**config.mk**
```make
export PLATFORM = sky130hd
export DESIGN_NAME = pcrt_mount_stage
export DESIGN_NICKNAME = d
export VERILOG_FILES = /design/src/rtl/core/pcrt_pkg.sv /design/src/rtl/core/pcrt_mount_stage.sv
export SDC_FILE = /design/constraint.sdc
export NUM_CORES = 2
export LEC_CHECK = 0
export BUFFER_PORTS_ARGS = -buffer_cell sky130_fd_sc_hd__buf_2
export CELL_PAD_IN_SITES_DETAIL_PLACEMENT = 0
export CELL_PAD_IN_SITES_GLOBAL_PLACEMENT = 2
export CORE_UTILIZATION = 42
export CTS_BUF_LIST = sky130_fd_sc_hd__clkbuf_16
export DETAILED_ROUTE_END_ITERATION = 8
export PLACE_DENSITY = 0.85
export SETUP_SLACK_MARGIN = 0.15
export SYNTH_ARGS = -nofsm -noshare
export SYNTH_HDL_FRONTEND = slang
export SYNTH_SLANG_ARGS = --single-unit
export TNS_END_PERCENT = 10
```
**constraint.sdc**
```tcl
create_clock -name clk -period 9 [get_ports clk]
set_clock_uncertainty 0.15 [all_clocks]
set_input_delay 1.35 -clock clk [delete_from_list [all_inputs] [get_ports clk]]
set_output_delay 1.35 -clock clk [all_outputs]
set_load 0.005 [all_outputs]
```
**src/rtl/core/pcrt_pkg.sv**
```systemverilog
package pcrt_pkg;

  localparam int FIELD_W         = 32;
  localparam int TDATA_W         = 3 * FIELD_W;
  localparam int CFG_W           = 32;
  localparam int CFG_IDX_W       = 3;
  localparam int COORD_WIDTH_DEF = 32;
  localparam int COEF_W          = 16;
  localparam int Q_W             = 16;
  localparam int FRAC_COEF       = 14;

  localparam logic signed [COEF_W-1:0] COS_PITCH = 16'sd15519;
  localparam logic signed [COEF_W-1:0] SIN_PITCH = 16'sd5253;
  localparam logic signed [COEF_W-1:0] COEF_ONE  = 16'sd16384;

  localparam logic [CFG_W-1:0] QUAT_ZW_RST = 32'h4000_0000;

  typedef enum logic [CFG_IDX_W-1:0] {
    REG_MOUNT_X = 3'd0,
    REG_MOUNT_Y = 3'd1,
    REG_MOUNT_Z = 3'd2,
    REG_TRANS_X = 3'd3,
    REG_TRANS_Y = 3'd4,
    REG_TRANS_Z = 3'd5,
    REG_QUAT_XY = 3'd6,
    REG_QUAT_ZW = 3'd7
  } cfg_reg_t;

  typedef struct packed {
    logic signed [COEF_W-1:0] r00;
    logic signed [COEF_W-1:0] r01;
    logic signed [COEF_W-1:0] r02;
    logic signed [COEF_W-1:0] r10;
    logic signed [COEF_W-1:0] r11;
    logic signed [COEF_W-1:0] r12;
    logic signed [COEF_W-1:0] r20;
    logic signed [COEF_W-1:0] r21;
    logic signed [COEF_W-1:0] r22;
  } rot_mat_t;

endpackage

```
**src/rtl/core/pcrt_mount_stage.sv**
```systemverilog
module pcrt_mount_stage #(
  parameter int CW = pcrt_pkg::COORD_WIDTH_DEF
) (
  input  logic                 clk,
  input  logic                 rst_n,
  input  logic                 in_valid,
  output logic                 in_ready,
  input  logic signed [CW-1:0] cam_x,
  input  logic signed [CW-1:0] cam_y,
  input  logic signed [CW-1:0] cam_z,
  input  logic signed [CW-1:0] mount_x,
  input  logic signed [CW-1:0] mount_y,
  input  logic signed [CW-1:0] mount_z,
  output logic                 out_valid,
  input  logic                 out_ready,
  output logic signed [CW-1:0] px,
  output logic signed [CW-1:0] py,
  output logic signed [CW-1:0] pz
);

  localparam int PW = CW + pcrt_pkg::COEF_W;
  localparam int SW = CW + 18;
  localparam logic signed [CW-1:0] CMAX = {1'b0, {(CW-1){1'b1}}};
  localparam logic signed [CW-1:0] CMIN = {1'b1, {(CW-1){1'b0}}};
  localparam logic signed [SW-1:0] RND  = SW'(2**(pcrt_pkg::FRAC_COEF - 1));

  logic v0_r, v1_r, v2_r;
  logic en0, en1, en2;

  logic signed [CW-1:0] wx_r, wy_r, wz_r;
  logic signed [CW-1:0] wy_nxt, wz_nxt;
  logic signed [PW-1:0] pa_r, pb_r, pc_r, pd_r;
  logic signed [CW:0]   ysum;
  logic signed [CW-1:0] py1_r, py1_nxt;
  logic signed [SW-1:0] xsum, zsum;
  logic signed [CW-1:0] px_r, py_r, pz_r;

  function automatic logic signed [CW-1:0] floor_sat(input logic signed [SW-1:0] s);
    logic signed [SW-1:0] q;
    q = s >>> pcrt_pkg::FRAC_COEF;
    if (q > SW'(CMAX)) begin
      q = SW'(CMAX);
    end else if (q < SW'(CMIN)) begin
      q = SW'(CMIN);
    end
    return q[CW-1:0];
  endfunction

  assign en2      = !v2_r || out_ready;
  assign en1      = !v1_r || en2;
  assign en0      = !v0_r || en1;
  assign in_ready = en0;

  assign wy_nxt = (cam_x == CMIN) ? CMAX : -cam_x;
  assign wz_nxt = (cam_y == CMIN) ? CMAX : -cam_y;

  assign ysum    = {wy_r[CW-1], wy_r} + {mount_y[CW-1], mount_y};
  assign py1_nxt = (ysum[CW] != ysum[CW-1]) ? (ysum[CW] ? CMIN : CMAX) : ysum[CW-1:0];

  assign xsum = SW'(pa_r) + SW'(pb_r) + (SW'(mount_x) <<< pcrt_pkg::FRAC_COEF) + RND;
  assign zsum = SW'(pd_r) - SW'(pc_r) + (SW'(mount_z) <<< pcrt_pkg::FRAC_COEF) + RND;

  always_ff @(posedge clk) begin
    if (!rst_n) begin
      v0_r <= 1'b0;
      v1_r <= 1'b0;
      v2_r <= 1'b0;
    end else begin
      if (en0) v0_r <= in_valid;
      if (en1) v1_r <= v0_r;
      if (en2) v2_r <= v1_r;
    end
  end

  always_ff @(posedge clk) begin
    if (en0) begin
      wx_r <= cam_z;
      wy_r <= wy_nxt;
      wz_r <= wz_nxt;
    end
    if (en1) begin
      pa_r  <= wx_r * pcrt_pkg::COS_PITCH;
      pb_r  <= wz_r * pcrt_pkg::SIN_PITCH;
      pc_r  <= wx_r * pcrt_pkg::SIN_PITCH;
      pd_r  <= wz_r * pcrt_pkg::COS_PITCH;
      py1_r <= py1_nxt;
    end
    if (en2) begin
      px_r <= floor_sat(xsum);
      py_r <= py1_r;
      pz_r <= floor_sat(zsum);
    end
  end

  assign out_valid = v2_r;
  assign px        = px_r;
  assign py        = py_r;
  assign pz        = pz_r;

endmodule

```
Yosys cells after proc, flatten, opt, wreduce, memory -nomap -nowiden
Index checks and enable logic that the tools add are counted.
Storage, ports and cells
  flip-flop bits (word level): 413
  bits of input ports: 196
  output and inout bits: 98
  word-level logic and storage cells: 44
Operators by class
  add/sub/neg operators: 9
  $mul: 4
  $lt $le $gt $ge: 4
  equal/unequal tests: 3
  mux-type cells: 4
  reduce and logical (&&, ||, !) cells: 6
Operators by type and width (number)
  32-bit 2-to-1 mux: 4
  49-bit by 15-bit adder with 50-bit output (second input constant): 2
  48-bit by 46-bit adder with 49-bit output: 2
  32-bit by 15-bit multiplier with 47-bit output (second input constant): 2
  32-bit by 14-bit multiplier with 46-bit output (second input constant): 2
  36-bit by 32-bit > comparator with 1-bit output (second input constant): 2
  36-bit by 32-bit less-than comparator with 1-bit output (second input constant): 2
  32-bit equality test (second input constant): 2
  32-bit negation: 2
  47-bit by 46-bit adder with 48-bit output: 1
  47-bit by 46-bit subtractor with 48-bit output: 1
  32-bit by 32-bit adder with 33-bit output: 1
  1-bit logical NOT: 3
  1-bit logical OR: 3
  1-bit != test: 1

Depth between registers and ports, before layout
  depth in word-level cells: 5
  mapped depth: 24
  gate-level depth less buffers: 24

Worst setup path after synthesis
Ideal clock, no wire load.
  kind: reg2reg
  start point: reg wx_r[31]
  end point: reg pa_r[45], data pin
  arrival time: 7.928 ns
  slack: 0.657 ns
  stages on the path, launching flop included: 22
  clock period less this slack: 8.343 ns
  cells stage by stage: edfxtp_1 clkbuf_1 clkinv_1 fa_1 inv_1 fa_1 fa_1 fa_1 fa_1 inv_1 fa_1 inv_1 ha_1 a21o_1 a21oi_1 nand2_1 a311o_1 a41oi_2 o311ai_0 a21oi_1 o21ai_0 xor2_1
Between the ends
  longest elaborated chain between the ends: 1
RTL lines
  start, declared: RTL line pcrt_mount_stage.sv:30  | logic signed [CW-1:0] wx_r, wy_r, wz_r;
  start signal, assigned: RTL line pcrt_mount_stage.sv:77  | wx_r <= cam_z;
  32-bit by 15-bit multiplier with 47-bit output: RTL line pcrt_mount_stage.sv:82  | pa_r <= wx_r * pcrt_pkg::COS_PITCH;
  end signal, assigned: RTL line pcrt_mount_stage.sv:82
  end, declared: RTL line pcrt_mount_stage.sv:32  | logic signed [PW-1:0] pa_r, pb_r, pc_r, pd_r;
No other way between the ends.
A chain may end at the register's enable or synchronous reset.

Worst setup path after layout
  start point: reg wx_r[11]
  end point: reg pa_r[46] (netlist name)
Between the ends
  longest elaborated chain between the ends: 1
RTL lines (RTL line)
  32-bit by 15-bit multiplier with 47-bit output: pcrt_mount_stage.sv:82
No other way between the ends.

==> impl_metrics.tcl <==
set metrics [dict create \
    yosys.area_share.simple_pct 7.204 \
    multi_input_area_um2 37590 \
    rrSetupSlack_ns 1.32 \
    synthAdderAreaFrac_pct 41.91 \
    ctsResizeCount 0 \
    hp-class "reg -> reg" \
    placed_area_um2 58720 \
    finalHoldWorstSlack_ns 0.2643 \
    cpLargestDelayFamily "adder cells" \
    cts-htree-levels 2 \
    timing_hold_violations_final 0 \
    initial_core_util_pct 42.45 \
    hold_depth 0 \
    die-area_um2 132800 \
    grt_setup_unrepaired "no" \
    hold_start "py1_r[2]" \
    synthXorXnorAreaFrac_pct 6.222 \
    crit_slowest_cell "a2111oi_0" \
    hold_buffers 0 \
    grt_start_max_net_pins 172 \
    layout_min_cycle_time_ns 7.678 \
    dieWidth_um 364.5 \
    synth_ff_type "edfxtp_1" \
    port_buffers 293 \
    netlist_instances 5503 \
    final_common_cell "inv_1" \
    post_cts_buffers 0 \
    routedWlPerCell_um 21.28 \
    rr_startpoint "wx_r[11]" \
    r2r-end "pa_r[46]" \
    drc 0 \
    most-common-layout-cells "1326 x inv_1, 737 x ha_1, 691 x fa_1" \
    cap_violations 0 \
    muxShareOfSynthArea_pct 0.2562 \
    min_period_over_period_pct 85.31 \
    slew_headroom_pct 23.39 \
    r2r_cells 21 \
    whs_endpoint "py[2]" \
    syn_area_um2 55180 \
    ys_types 94 \
    max_freq_mhz 130.2 \
    syn_nets 7127 \
    status "completed" \
    syn2layout_area_growth_pct 9.682 \
    cts.clk_slew.worst_paths_ns 0.06 \
    start_kind "flop" \
    seqCellArea_um2 12310 \
    drive_gt1_share_pct 7.907 \
    root_buffer "clkbuf_16" \
    synth-seq-cells 411 \
    die_h_um 364.5 \
    num_io_pins 294 \
    dp_hpwl_mm 138.3 \
    worst-setup-path-type "reg -> reg" \
    design_area_um2 60520 \
    nets 7426 \
    grt_pass1_vias 40436 \
    place_congestion 0.9302 \
    required_ns 9.24 \
    setup_tns_ns 0 \
    dpl.cell_count 7488 \
    max_stage_delay_ns 0.74 \
    synthArstFlopShare_pct 0 \
    n_fill_cell 12569 \
    end_kind "flop" \
    antenna_found_initial 7 \
    crit_fanout 9 \
    path_cells "inv_1, fa_1, inv_1, ha_1, fa_1, fa_1, fa_1, inv_1, fa_1, inv_1, ha_1, a21o_1, a21o_1, a221o_1, a2111oi_0, o21ai_1, o211ai_2, a211oi_1, a2111o_1, a21oi_1, xnor2_1" \
    core_area_um2 130000 \
    grt-ovfl-total 0 \
    synth_compound_area_share_pct 12.44 \
    avgSynthCellArea_um2 10.03 \
    routed_wirelength_mm 161.5 \
    numCtsBuffers 54 \
    worst_slew_pin_slew_ns 1.149 \
    rows 132 \
    grt_pass1_wl_mm 248.0 \
    yosysSeqAreaShare_pct 22.31 \
    finalNonFillerCells 7587 \
    crit_arrival_ns 7.92 \
    via_per_inst 5.163 \
    synth-edff-count 408 \
    setup_violations 0 \
    drtIter0Drc 2727 \
    drt_first_pass_iters 5 \
    worst_path_most_repeated_cell "fa_1" \
    ys.warnings.count 0 \
    postRouteAntennaNets 0 \
    grtUsageTotal_pct 24.85 \
    clock_latency_ns 0.68 \
    num_vias 39173 \
    worst-path-buf-inv 4 \
    final-max-slew-violation-count 0 \
    clock_path_buffers 3 \
    clkSinkCount 411 \
    cts_tree "built" \
    synth_top_family_by_area "adder cells" \
]
[worst max path at each step]
| stage | start | endpoint | slack, ns | depth (start not counted) |
|---|---|---|---|---|
| floorplan | wx_r[31] | pa_r[45] | 0.66 | 21 |
| global placement | wx_r[14] | pa_r[46] | 1.31 | 21 |
| detailed placement | wx_r[11] | pa_r[46] | 1.38 | 21 |
| CTS | wx_r[11] | pa_r[46] | 1.35 | 21 |
| global route | wx_r[12] | pa_r[42] | 0.96 | 21 |
| finish | wx_r[11] | pa_r[46] | 1.32 | 21 |
[metal layers]
metal	track usage (%)	wire, um	up-vias
met4	4.045	2639	0
li1	-	-	18734
met1	34.95	74280	19467
met5	0	0	-
met2	41.12	76680	855
met3	3.555	7853	117
[cell usage after synthesis (all sizes together) (8+ instances only)]
| library cell | number | area [um2] |
|---|---|---|
| nand4 | 38 | 237.7 |
| o31ai | 19 | 147.6 |
| o21ai | 177 | 893.4 |
| a211o | 8 | 71.32 |
| nand2b | 32 | 207.7 |
| o21a | 32 | 240.2 |
| and2 | 39 | 244.0 |
| a2111oi | 11 | 102.6 |
| buf | 25 | 171.4 |
| a211oi | 21 | 175.2 |
| o211ai | 11 | 87.58 |
| clkbuf | 50 | 187.7 |
| a31o | 11 | 96.34 |
| o21bai | 44 | 330.3 |
| a221o | 9 | 90.09 |
| edfxtp | 408 | 12250 |
| xor2 | 188 | 1647 |
| inv | 1322 | 4962 |
| a31oi | 31 | 193.9 |
| a21o | 245 | 1839 |
| a21oi | 302 | 1523 |
| xnor2 | 204 | 1787 |
| nand3 | 76 | 392.9 |
| o22ai | 36 | 225.2 |
| mux2i | 13 | 130.1 |
| nor2b | 41 | 256.5 |
| or3 | 18 | 127.6 |
| or4 | 10 | 78.82 |
| ha | 737 | 9221 |
| nor2 | 172 | 645.6 |
| a221oi | 10 | 87.58 |
| nor4 | 17 | 106.4 |
| nand2 | 233 | 889.6 |
| a41oi | 8 | 85.08 |
| or2 | 15 | 96.34 |
| fa | 691 | 13830 |
| and3 | 40 | 250.2 |
| nor3 | 51 | 255.2 |
[state kept, by name (all words and copies together) (netlist names)]
signal     cells
wx_r          32
out_valid      1
pd_r          46
wz_r          32
v1_r           1
px            32
py1_r         32
pb_r          46
pa_r          47
py            32
v0_r           1
pc_r          45
pz            32
wy_r          32
[cell families after synthesis]
kind of cell    Yosys count
buf+inv                1399
compound gates         1047
simple gates            805
flops                   411
mux                      14
xor+xnor                392
fa+ha+maj              1435
[per-stage QoR]
step / setup WS, ns / utilization, %
after global placement: 1.312 / 45.18
after global routing: 0.9579 / 46.56
after detailed placement: 1.380 / 45.18
after CTS: 1.352 / 46.56
final: 1.322 / 46.56
after floorplan: 0.6574 / -
[final cells by class]
type,instances,share of cell area [%]
antenna,2,0.008270
clock buffer,54,2.233
clock inverter,43,0.7360
inverter,1324,8.216
multi-input combinational,3693,62.11
sequential,411,20.34
tap,1742,3.601
timing repair buffer,318,2.754
Power is left out: the tool's default activity adds up to more than one toggle a clock period on the data nets, which glitch-free logic cannot reach.
